<file path="config.mk">
export PLATFORM = sky130hd
export DESIGN_NAME = shared_pool_block_queues
export DESIGN_NICKNAME = d
export VERILOG_FILES = /design/src/hdl/sbq_pkg.sv /design/src/hdl/shared_pool_block_queues.sv /design/src/hdl/sbq_ctrl.sv /design/src/hdl/sbq_dpath.sv
export SDC_FILE = /design/constraint.sdc
export NUM_CORES = 1
export LEC_CHECK = 0
export BUFFER_PORTS_ARGS = -buffer_cell sky130_fd_sc_hd__buf_2
export CORE_AREA = 4 4 299 301
export DETAILED_ROUTE_END_ITERATION = 8
export DIE_AREA = 0 0 303 305
export SETUP_SLACK_MARGIN = 0.1
export SKIP_CTS_REPAIR_TIMING = 1
export SLEW_MARGIN = 15
export SYNTH_ARGS = -nofsm -noshare
export SYNTH_HDL_FRONTEND = slang
export SYNTH_SLANG_ARGS = --single-unit
</file>
<file path="constraint.sdc">
create_clock -name clk -period 5.1 [get_ports clk]
set_input_delay 0.51 -clock clk [delete_from_list [all_inputs] [get_ports clk]]
set_output_delay 0.51 -clock clk [all_outputs]
set_load 0.005 [all_outputs]
</file>
<file path="src/hdl/sbq_pkg.sv">
package sbq_pkg;

  // Pool geometry
  localparam int QUEUE_SIZE = 32;
  localparam int IDX_W      = $clog2(QUEUE_SIZE);
  localparam int CNT_W      = $clog2(QUEUE_SIZE + 1);
  localparam int BLK_W      = 16;
  localparam int CNT_OUT_W  = 6;

  // Stream widths
  localparam int S_DATA_W = 24;
  localparam int S_USER_W = 4;
  localparam int M_DATA_W = 40;

  // List numbers
  localparam logic [1:0] LST_HOST = 2'd0;
  localparam logic [1:0] LST_TLCW = 2'd1;
  localparam logic [1:0] LST_FREE = 2'd2;

  localparam logic [BLK_W-1:0] NO_BLOCK = '1;

  typedef enum logic [1:0] {
    OP_PUSH  = 2'd0,
    OP_POP   = 2'd1,
    OP_DRAIN = 2'd2,
    OP_NONE  = 2'd3
  } op_t;

  typedef enum logic [2:0] {
    STS_OK       = 3'd0,
    STS_BAD_LIST = 3'd1,
    STS_FULL     = 3'd2,
    STS_BUSY     = 3'd3,
    STS_LOCKED   = 3'd4,
    STS_EMPTY    = 3'd5
  } status_t;

  typedef enum logic [1:0] {
    S_IDLE,
    S_DECIDE,
    S_PUSH_WR,
    S_POP_WR
  } state_t;

  // Controller to datapath
  typedef struct packed {
    logic load_in;
    logic rd_push;
    logic rd_pop;
    logic commit_push;
    logic commit_pop;
    logic emit_imm;
  } dp_cmd_t;

  // Datapath to controller
  typedef struct packed {
    logic go_push;
    logic go_pop;
    logic out_free;
    logic pop_last;
  } dp_stat_t;

endpackage

</file>
<file path="src/hdl/shared_pool_block_queues.sv">
// Block queue manager: host and TLC-write FIFOs of block numbers plus a free
// list, all linked lists over one shared pool of entries.
// Input channel s_*: one word per command. tuser carries op (push, pop,
// drain) and list_select; tdata carries the block number and its flags.
// Output channel m_*: one word per result; tlast marks the final result of
// a command. A drain gives one word per block it returns to the free list,
// or a single EMPTY word if both lists are empty. A push or a pop decides,
// reads the link and block stores, then writes back and registers its
// result; a command that fails its checks registers its result from the
// decide step. A drain repeats read and write-back for each block. Both
// store reads are registered. The next command is accepted the cycle after
// the last result is registered.
// The result sits in an output register, so a stalled receiver does not
// hold the input side until a further result is due; the block then waits
// with tready low.
// Reset (synchronous, active high) chains every entry on the free list at
// once; no clearing pass is needed.
module shared_pool_block_queues
  import sbq_pkg::*;
(
  input  logic                clk,
  input  logic                rst,
  input  logic                s_tvalid,
  output logic                s_tready,
  // block_number[15:0], block_erase_busy[16], block_type_invalid[17],
  // block_locked[18], zero fill [23:19]
  input  logic [S_DATA_W-1:0] s_tdata,
  // op[1:0], list_select[3:2]
  input  logic [S_USER_W-1:0] s_tuser,
  output logic                m_tvalid,
  input  logic                m_tready,
  // status[2:0], block_out[18:3], lock_set[19], lock_clear[20],
  // host_count[26:21], tlcw_count[32:27], free_count[38:33], zero fill [39]
  output logic [M_DATA_W-1:0] m_tdata,
  output logic                m_tlast
);

  dp_cmd_t  cmd;
  dp_stat_t stat;

  sbq_ctrl u_ctrl (
    .clk      (clk),
    .rst      (rst),
    .s_tvalid (s_tvalid),
    .s_tready (s_tready),
    .stat     (stat),
    .cmd      (cmd)
  );

  sbq_dpath u_dpath (
    .clk      (clk),
    .rst      (rst),
    .cmd      (cmd),
    .stat     (stat),
    .s_tdata  (s_tdata),
    .s_tuser  (s_tuser),
    .m_tvalid (m_tvalid),
    .m_tready (m_tready),
    .m_tdata  (m_tdata),
    .m_tlast  (m_tlast)
  );

endmodule

</file>
<file path="src/hdl/sbq_ctrl.sv">
module sbq_ctrl
  import sbq_pkg::*;
(
  input  logic     clk,
  input  logic     rst,
  input  logic     s_tvalid,
  output logic     s_tready,
  input  dp_stat_t stat,
  output dp_cmd_t  cmd
);

  state_t state, state_next;

  // State register
  always_ff @(posedge clk) begin
    if (rst) begin
      state <= S_IDLE;
    end else begin
      state <= state_next;
    end
  end

  // Next state
  always_comb begin
    state_next = state;
    unique case (state)
      S_IDLE: begin
        if (s_tvalid) state_next = S_DECIDE;
      end
      S_DECIDE: begin
        priority if (stat.go_push) state_next = S_PUSH_WR;
        else if (stat.go_pop)      state_next = S_POP_WR;
        else if (stat.out_free)    state_next = S_IDLE;
        else                       state_next = S_DECIDE;
      end
      S_PUSH_WR: begin
        if (stat.out_free) state_next = S_IDLE;
      end
      S_POP_WR: begin
        if (stat.out_free) state_next = stat.pop_last ? S_IDLE : S_DECIDE;
      end
      default: state_next = S_IDLE;
    endcase
  end

  // Outputs
  always_comb begin
    cmd      = '0;
    s_tready = 1'b0;
    unique case (state)
      S_IDLE: begin
        s_tready    = 1'b1;
        cmd.load_in = s_tvalid;
      end
      S_DECIDE: begin
        priority if (stat.go_push) cmd.rd_push = 1'b1;
        else if (stat.go_pop)      cmd.rd_pop  = 1'b1;
        else                       cmd.emit_imm = stat.out_free;
      end
      S_PUSH_WR: cmd.commit_push = stat.out_free;
      S_POP_WR:  cmd.commit_pop  = stat.out_free;
      default: ;
    endcase
  end

endmodule

</file>
<file path="src/hdl/sbq_dpath.sv">
module sbq_dpath
  import sbq_pkg::*;
(
  input  logic                clk,
  input  logic                rst,
  input  dp_cmd_t             cmd,
  output dp_stat_t            stat,
  input  logic [S_DATA_W-1:0] s_tdata,
  input  logic [S_USER_W-1:0] s_tuser,
  output logic                m_tvalid,
  input  logic                m_tready,
  output logic [M_DATA_W-1:0] m_tdata,
  output logic                m_tlast
);

  // Latched input word
  op_t              op_q;
  logic [1:0]       sel_q;
  logic [BLK_W-1:0] blk_q;
  logic             busy_q;
  logic             locked_q;

  // List registers
  logic [IDX_W-1:0] heads [3];
  logic [IDX_W-1:0] tails [3];
  logic [CNT_W-1:0] counts [3];
  logic [IDX_W-1:0] heads_next [3];
  logic [IDX_W-1:0] tails_next [3];
  logic [CNT_W-1:0] counts_next [3];
  logic [1:0]       cur_list;

  // Pool memories
  logic [IDX_W-1:0]      link_mem [QUEUE_SIZE];
  logic [QUEUE_SIZE-1:0] link_vld;
  logic [BLK_W-1:0]      blk_mem [QUEUE_SIZE];
  logic [IDX_W-1:0]      link_rd;
  logic [BLK_W-1:0]      blk_rd;

  logic [1:0]       sel_list;
  logic [1:0]       pick;
  logic [1:0]       tk_list;
  logic [1:0]       app_list;
  logic [IDX_W-1:0] mv_idx;
  logic [IDX_W-1:0] rd_addr;
  logic             lk_we;
  logic             host_empty;
  logic             tlcw_empty;
  status_t          push_sts;
  status_t          pop_sts;
  status_t          imm_sts;
  logic             emit;
  status_t          o_sts;
  logic [BLK_W-1:0] o_blk;
  logic             o_lset;
  logic             o_lclr;
  logic             o_last;

  // Input latch; tuser = op, list_select; tdata = block, busy, type invalid, locked
  always_ff @(posedge clk) begin
    if (cmd.load_in) begin
      op_q     <= op_t'(s_tuser[1:0]);
      sel_q    <= s_tuser[3:2];
      blk_q    <= s_tdata[BLK_W-1:0];
      busy_q   <= s_tdata[16] | s_tdata[17];
      locked_q <= s_tdata[18];
    end
  end

  // Decision on the latched word
  assign sel_list   = {1'b0, sel_q[0]};
  assign host_empty = (counts[LST_HOST] == '0);
  assign tlcw_empty = (counts[LST_TLCW] == '0);

  always_comb begin
    priority if (sel_q[1])                push_sts = STS_BAD_LIST;
    else if (counts[LST_FREE] == '0)      push_sts = STS_FULL;
    else if (busy_q)                      push_sts = STS_BUSY;
    else if (locked_q)                    push_sts = STS_LOCKED;
    else                                  push_sts = STS_OK;
  end

  always_comb begin
    priority if (sel_q[1])             pop_sts = STS_BAD_LIST;
    else if (counts[sel_list] == '0)   pop_sts = STS_EMPTY;
    else                               pop_sts = STS_OK;
  end

  always_comb begin
    unique case (op_q)
      OP_PUSH:  imm_sts = push_sts;
      OP_POP:   imm_sts = pop_sts;
      OP_DRAIN: imm_sts = STS_EMPTY;
      OP_NONE:  imm_sts = STS_OK;
      default:  imm_sts = STS_OK;
    endcase
  end

  assign pick = (op_q == OP_POP) ? sel_list : (host_empty ? LST_TLCW : LST_HOST);

  assign stat.go_push  = (op_q == OP_PUSH) && (push_sts == STS_OK);
  assign stat.go_pop   = ((op_q == OP_POP) && (pop_sts == STS_OK)) ||
                         ((op_q == OP_DRAIN) && !(host_empty && tlcw_empty));
  assign stat.out_free = !m_tvalid || m_tready;
  assign stat.pop_last = (op_q == OP_POP) ||
                         ((counts[cur_list] == CNT_W'(1)) &&
                          ((cur_list == LST_TLCW) || tlcw_empty));

  // Memory reads, registered
  assign rd_addr = cmd.rd_push ? heads[LST_FREE] : heads[pick];

  always_ff @(posedge clk) begin
    if (cmd.rd_push || cmd.rd_pop) begin
      link_rd <= link_vld[rd_addr] ? link_mem[rd_addr] : rd_addr + IDX_W'(1);
    end
    if (cmd.rd_pop) begin
      blk_rd   <= blk_mem[rd_addr];
      cur_list <= pick;
    end
  end

  // Block number store
  always_ff @(posedge clk) begin
    if (cmd.rd_push) begin
      blk_mem[heads[LST_FREE]] <= blk_q;
    end
  end

  // Move one entry from the taken list to the tail of the appended list
  assign tk_list  = cmd.commit_push ? LST_FREE : cur_list;
  assign app_list = cmd.commit_push ? sel_list : LST_FREE;
  assign mv_idx   = heads[tk_list];

  always_comb begin
    heads_next  = heads;
    tails_next  = tails;
    counts_next = counts;
    lk_we       = 1'b0;
    if (cmd.commit_push || cmd.commit_pop) begin
      heads_next[tk_list]  = link_rd;
      counts_next[tk_list] = counts[tk_list] - CNT_W'(1);
      if (counts[app_list] == '0) begin
        heads_next[app_list] = mv_idx;
      end else begin
        lk_we = 1'b1;
      end
      tails_next[app_list]  = mv_idx;
      counts_next[app_list] = counts[app_list] + CNT_W'(1);
    end
  end

  always_ff @(posedge clk) begin
    if (rst) begin
      heads[LST_HOST]  <= '0;
      heads[LST_TLCW]  <= '0;
      heads[LST_FREE]  <= '0;
      tails[LST_HOST]  <= '0;
      tails[LST_TLCW]  <= '0;
      tails[LST_FREE]  <= IDX_W'(QUEUE_SIZE - 1);
      counts[LST_HOST] <= '0;
      counts[LST_TLCW] <= '0;
      counts[LST_FREE] <= CNT_W'(QUEUE_SIZE);
    end else begin
      heads  <= heads_next;
      tails  <= tails_next;
      counts <= counts_next;
    end
  end

  // Link store; an unwritten entry points to the next index
  always_ff @(posedge clk) begin
    if (lk_we) begin
      link_mem[tails[app_list]] <= mv_idx;
    end
  end

  always_ff @(posedge clk) begin
    if (rst) begin
      link_vld <= '0;
    end else if (lk_we) begin
      link_vld[tails[app_list]] <= 1'b1;
    end
  end

  // Result word
  assign emit = cmd.commit_push || cmd.commit_pop || cmd.emit_imm;

  always_comb begin
    o_sts  = STS_OK;
    o_blk  = NO_BLOCK;
    o_lset = 1'b0;
    o_lclr = 1'b0;
    o_last = 1'b1;
    priority if (cmd.commit_push) begin
      o_lset = 1'b1;
    end else if (cmd.commit_pop) begin
      o_blk  = blk_rd;
      o_lclr = 1'b1;
      o_last = stat.pop_last;
    end else begin
      o_sts = imm_sts;
    end
  end

  always_ff @(posedge clk) begin
    if (rst) begin
      m_tvalid <= 1'b0;
    end else if (emit) begin
      m_tvalid <= 1'b1;
    end else if (m_tready) begin
      m_tvalid <= 1'b0;
    end
  end

  always_ff @(posedge clk) begin
    if (emit) begin
      m_tdata <= {1'b0,
                  CNT_OUT_W'(counts_next[LST_FREE]),
                  CNT_OUT_W'(counts_next[LST_TLCW]),
                  CNT_OUT_W'(counts_next[LST_HOST]),
                  o_lclr, o_lset, o_blk, o_sts};
      m_tlast <= o_last;
    end
  end

endmodule

</file>
==> results.py, run 1 <==
metrics = {
    "worst_hold_path": {
        "hold_class": "in -> reg",
        "hp-start": "s_tdata[10]",
        "hold_end": "u_dpath.blk_q[10]",
        "min_path_cells": 1,
    },
    "power_and_ir_drop": {
        "p_per_area_nw_per_um2": 356,
        "leakage_nw": 13.3,
        "power_mw": 13.9,
        "irDropWorstVdd_v": 0.000251,
    },
    "route": {
        "wl_mm": 91.5,
        "avgViaCountPerCell": 5.57,
        "drc": 0,
        "firstDrtPassIters": 5,
        "drt_iter0_drc": 2322,
        "postRouteAntennaNets": 0,
        "wl_met2_mm": 43.1,
        "drt-met1-wl_mm": 39.4,
        "dr_total_vias": 22700,
        "wl_per_cell_um": 22.5,
        "route.top_layer_used": "met5",
        "wl_met3_mm": 6.59,
    },
    "sta": {
        "relSlewSlack_pct": 19.8,
        "period_share_pct": 86.3,
        "drv_slew": 0,
        "finClkSkew_ns": 0.0181,
        "fmax_mhz": 227,
        "period_needed_ns": 4.40,
        "hold_ws_ns": 0.0462,
        "hold_viol": 0,
        "tightest_slew_ns": 1.20,
        "setup_viol": 0,
        "setup_tns_ns": 0,
        "rsz0062_at_grt": "no",
    },
    "layout": {
        "nFillCells": 7663,
        "fin_nets": 2880,
        "syn_to_final_growth_pct": 13.4,
        "layout-drive-gt1-share_pct": 12.6,
        "finalInstanceArea_um2": 39200,
    },
    "yosys": {
        "ys_top_cells_by_area": "edfxtp_1 (66%), nand2_1 (7.7%), dfxtp_1 (4.8%)",
        "synth_top_cell_area_share_pct": 65.7,
        "synth_nets": 2808,
        "ys_types": 79,
        "synthArstFlopShare_pct": 0,
        "syn_area_um2": 34500,
        "synthMostInstantiatedCell": "edfxtp_1",
        "synth-seq-cells": 839,
        "synth_warnings": 0,
        "synth_largest_area_cell": "edfxtp_1",
        "yosys-top-cells-count": "edfxtp_1 (756), nand2_1 (710), nand3_1 (291), nor2_1 (119), buf_2 (98)",
        "synth_ff_type": "edfxtp_1",
        "avgSynthCellArea_um2": 12.5,
        "synth.yosys.seq_area_share_pct": 70.5,
        "synth_edf_count": 756,
        "netlist_instances": 2773,
    },
    "worst_setup_path": {
        "r2r_end": "u_dpath.link_mem[12][0]",
        "r2r_setup_slack_ns": 0.70,
        "end_kind": "flop",
        "path_class": "reg -> reg",
        "reg2reg_depth": 12,
        "crit_fanout": 30,
        "r2r_start": "u_ctrl.state[1]",
        "start_kind": "flop",
        "cp.required_ns": 5.36,
        "crit_arrival_ns": 4.66,
    },
    "clocking": {
        "ctsHtreeMaxLevel": 3,
        "path_clk_slew_ns": 0.06,
        "clock-root-buffer": "clkbuf_16",
        "cts_buffers": 84,
        "clockBufferDepth": 3,
        "tritoncts": "yes",
        "worstSkewPairLatency_ns": 0.64,
        "cts_sinks": 839,
    },
    "job": {
        "maxCapViolCount": 0,
    },
    "floorplanning": {
        "die_h_um": 305,
        "fp-row-count": 108,
        "start_util_pct": 39.9,
        "ios": 75,
        "die_x_um": 303,
        "coreArea_um2": 86600,
        "die_area_um2": 92400,
    },
    "global_route": {
        "grt_usage_pct": 19.4,
        "grt_max_degree": 98,
        "grt_pass1_wl_mm": 136,
        "grt_pass1_vias": 21600,
        "antenna_found_initial": 7,
        "grt-ovfl-total": 0,
    },
    "placed_design": {
        "hpwl_mm": 54.0,
        "post_dp_cell_area_um2": 36400,
        "port-buffer-count": 68,
        "place.gp.congestion": 0.845,
    },
    "run_status": {
        "outcome": "finished, final reports clean",
    },
}
[report_power, final]
group | switching (mW) | leakage (nW) | internal [mW]
logic | 0.199 | 4.82 | 0.0908
registers | 0.0686 | 7.13 | 7.53
clock network | 2.55 | 1.31 | 3.49
[cells in the final DEF (no fill, tap or decap), drive strengths merged, types with 19 or more instances in the layout]
master / Yosys / layout
dfxtp: 83 / 83
nor2b: 19 / 19
clkinv: 0 / 26
nor3: 19 / 19
o21ai: 28 / 28
inv: 23 / 25
o21ba: 32 / 32
a311oi: 95 / 95
nor2: 121 / 121
mux2i: 48 / 48
a211oi: 30 / 30
a21oi: 48 / 48
nand3: 291 / 291
clkbuf: 64 / 117
and3: 70 / 70
o31ai: 21 / 21
edfxtp: 756 / 756
buf: 124 / 174
or3: 35 / 35
nand2: 711 / 711
[worst max-delay path, stage by stage, from the launching register on]
cell	delay, ns
dfxtp_1	0.51
inv_1	0.14
nor2_2	0.17
nand2_2	0.17
inv_2	0.26
buf_4	0.38
nor2_1	0.07
a21oi_1	0.26
nor3_1	0.10
nand3_1	0.38
and2_0	0.30
or3b_2	0.64
nor2_1	0.62
[worst max path at each step]
stage | slack, ns | from | end | cells past startpoint
2_1_floorplan | 1.28 | u_dpath.counts[14] | u_dpath.m_tdata[0] | 7
3_3_place_gp | 0.77 | m_tready | u_dpath.link_mem[12][3] | 13
3_5_place_dp | 0.66 | m_tready | u_dpath.link_mem[12][3] | 13
4_1_cts | 0.72 | u_ctrl.state[1] | u_dpath.link_mem[12][3] | 12
5_1_grt | 0.39 | u_ctrl.state[1] | u_dpath.link_mem[12][0] | 12
6_report | 0.70 | u_ctrl.state[1] | u_dpath.link_mem[12][0] | 12
[routing by layer]
metal  track usage [%]  up-vias
met3              3.24      142
met4              5.58        2
met1              27.4    11300
met2              30.9      839
met5                 0        -
li1                  -    10400
[final cells by class]
cell class	instances	area, um^2	area share [%]
repair buffers	174	1310	3.34
inverters	23	86.3	0.220
diodes	1	2.50	0.00639
well taps	1155	1450	3.69
clock inverters	35	413	1.05
flip-flops and latches	839	24400	62.2
multi-input cells	1723	9270	23.7
clock buffers	117	2280	5.81
[registers in the layout, indices dropped and copies added (netlist names), 2 cells and up]
register,count
u_dpath.blk_mem,512
u_dpath.link_mem,160
u_dpath.m_tdata,39
u_dpath.link_vld,32
u_dpath.counts,18
u_dpath.blk_q,16
u_dpath.blk_rd,16
u_dpath.heads,15
u_dpath.tails,15
u_dpath.link_rd,5
u_ctrl.state,2
u_dpath.op_q,2
u_dpath.sel_q,2
[logic make-up (layout without fill, tap and decap cells)]
family | after synthesis | count (layout) | share of synthesized area (%)
AO/OA/AOI/OAI | 337 | 337 | 7.69
XOR/XNOR | 11 | 11 | 0.279
adder cells (fa/ha/maj) | 3 | 3 | 0.109
buffers and inverters | 211 | 349 | 2.91
flip-flops | 839 | 839 | 70.5
multiplexers | 54 | 54 | 1.60
other | 1 | 2 | 0.0109
AND/OR/NAND/NOR | 1317 | 1317 | 16.9
[through the flow]
step | utilization, % | std cells | worst slack (ns)
after floorplan | - | 2773 | 1.28
after global placement | 42.0 | 3908 | 0.771
after detailed placement | 42.0 | 3908 | 0.659
after CTS | 45.1 | 4060 | 0.717
after global routing | 45.2 | 4066 | 0.394
final | 45.2 | 4067 | 0.701
Note: power is estimated with default switching activity, not from simulation.
==> run 2, diff against run 1 <==
- ABC_CLOCK_PERIOD_IN_PS: unset -> 5100
- CORE_AREA: 4 4 299 301 -> 4 4 256 258
- CTS_CLUSTER_SIZE: unset -> 16
- DIE_AREA: 0 0 303 305 -> 0 0 260 262
- PLACE_DENSITY: unset -> 0.71
==> run 2 against run 1 <==
Critical endpoint is now u_dpath.blk_rd[5]. Largest cell class unchanged. First-iteration DRC count is 26% higher. Via count grew 2.2%. Clock power about the same. Cell count fell by 7.3%. Sequential share of layout area increased by 0.48 points. Routed wire length shrank 2.5%. Design area fell by 0.77%. Register-to-register slack worse by 0.15 ns.
==> results.py, run 2 (synthesized netlist as in run 1, its figures left out) <==
metrics = {
    "worst_setup_path": {
        "end_kind": "flop",
        "cpMostUsedCell": "a311oi_1",
        "path_class": "reg -> reg",
        "crit_family": "compound AO/OA/AOI/OAI gates",
        "crit_arrival_ns": 4.91,
        "start_kind": "flop",
        "cpPeakStageDelay_ns": 0.64,
        "crit_fanout": 84,
        "crit_buf_inv": 2,
        "cp_cell_sequence": "nand2b_1 > a31oi_4 > mux2i_1 > a21o_4 > buf_12 > buf_4 > nand2_1 > and3_1 > a311oi_1 > a311oi_1 > o31ai_1",
        "cp.required_ns": 5.46,
        "cp_slowest_cell": "a21o_4",
    },
    "layout": {
        "diodes": 0,
        "final_cell_mix": "edfxtp_1 (756), nand2_1 (710), nand3_1 (291)",
        "final_common_cell": "edfxtp_1",
        "layout-drive-gt1-share_pct": 13.0,
        "fin_nets": 2889,
        "largest_reg_flops": 512,
        "syn_to_final_growth_pct": 12.5,
    },
    "floorplanning": {
        "ios": 75,
        "coreArea_um2": 63000,
        "die_h_um": 262,
        "start_util_pct": 54.9,
        "die_x_um": 260,
        "die_area_um2": 68100,
        "fp-row-count": 92,
    },
    "sta": {
        "relSlewSlack_pct": 19.8,
        "period_share_pct": 89.2,
        "tightest_slew_ns": 1.20,
        "finClkSkew_ns": 0.0244,
        "period_needed_ns": 4.55,
        "fmax_mhz": 220,
        "hold_viol": 0,
        "setup_viol": 0,
        "rsz0062_at_grt": "no",
        "drv_slew": 0,
        "setup_tns_ns": 0,
    },
    "placed_design": {
        "place.gp.congestion": 0.879,
        "port-buffer-count": 68,
        "hpwl_mm": 53.0,
    },
    "route": {
        "postRouteAntennaNets": 0,
        "wl_per_cell_um": 23.7,
        "wl_met3_mm": 9.09,
        "route.top_layer_used": "met5",
        "drt-met1-wl_mm": 34.6,
        "wl_met2_mm": 42.3,
        "drc": 0,
        "wl_mm": 89.2,
        "dr_total_vias": 23200,
        "avgViaCountPerCell": 6.14,
        "firstDrtPassIters": 6,
        "drt_iter0_drc": 2928,
    },
    "power_and_ir_drop": {
        "irDropWorstVdd_v": 0.000316,
        "p_per_area_nw_per_um2": 358,
        "leakage_nw": 13.3,
        "power_mw": 13.9,
    },
    "global_route": {
        "grt_usage_pct": 25.9,
        "grt_pass1_wl_mm": 134,
        "antenna_found_initial": 2,
        "grt-ovfl-total": 0,
        "grt_pass1_vias": 22500,
        "grt_max_degree": 85,
    },
    "clocking": {
        "worstSkewPairLatency_ns": 0.64,
        "tritoncts": "yes",
        "cts_buffers": 86,
        "path_clk_slew_ns": 0.06,
        "ctsHtreeMaxLevel": 3,
        "clockBufferDepth": 3,
        "clock-root-buffer": "clkbuf_16",
        "cts_sinks": 839,
    },
    "job": {
        "maxCapViolCount": 0,
    },
    "run_status": {
        "outcome": "finished, final reports clean",
    },
    "worst_hold_path": {
        "hold_class": "in -> reg",
    },
}
run 2: cell types whose count changed in the layout (fill, tap and decap cells not counted), moves of 2 or more:
cell	previous run	this run
clkbuf_1	29	20
clkinv_1	12	19
buf_8	5	3
clkinvlp_4	0	4
bufinv_16	7	4
clkbuf_16	85	92
buf_4	91	97
clkinv_2	10	14
clkinv_8	3	1
run 2: worst paths after layout:
kind	startpoint	end	slack (ns)	cells after the start
setup / recovery	u_dpath.op_q[1]	u_dpath.blk_rd[5]	0.55	11
hold / removal	s_tdata[15]	u_dpath.blk_q[15]	0.05	1
setup reg to reg	u_dpath.op_q[1]	u_dpath.blk_rd[5]	0.55	11
hold reg to reg	u_dpath.tails[11]	u_dpath.tails[11]	0.47	2
run 2: per-layer routing:
layer | vias up | track usage (%)
met5 | - | 0
met4 | 2 | 10.3
met3 | 211 | 6.15
met2 | 1236 | 41.6
met1 | 11300 | 34.5
li1 | 10400 | -
run 2: final cells by class:
cell class / instances / area (um^2)
Multi-Input combinational cell: 1723 / 9280
Timing Repair Buffer: 181 / 1380
Inverter: 23 / 86.3
Clock inverter: 45 / 345
Fill cell: 4689 / 24100
Sequential cell: 839 / 24400
Tap cell: 846 / 1060
Clock buffer: 113 / 2360
run 2: metrics by stage:
step                      std cells  hold slack (ns)  cell area (um^2)  setup WS (ns)  utilization, %
after global placement         3606            0.441             36000          0.734            57.2
after global routing           3770           0.0212             38900          0.341            61.7
after CTS                      3764           0.0114             38800          0.667            61.5
after detailed placement       3606            0.455             36000          0.673            57.2
final                          3770           0.0479             38900          0.552            61.7
after floorplan                2773            0.436             34500           1.28               -
run 2: worst register-to-register path: cells and delay by family, from the launching register on:
kind,cells,cell delay (ns)
AO/OA/AOI/OAI,5,1.98
buffers and inverters,2,0.80
AND/OR/NAND/NOR,3,0.55
flip-flops,1,0.49
multiplexers,1,0.47
run 2: power by group:
group	switching, mW	leakage, nW	internal (mW)
clock network	2.57	1.32	3.47
registers	0.0826	7.13	7.53
logic	0.185	4.85	0.0887
total	2.84	13.3	11.1
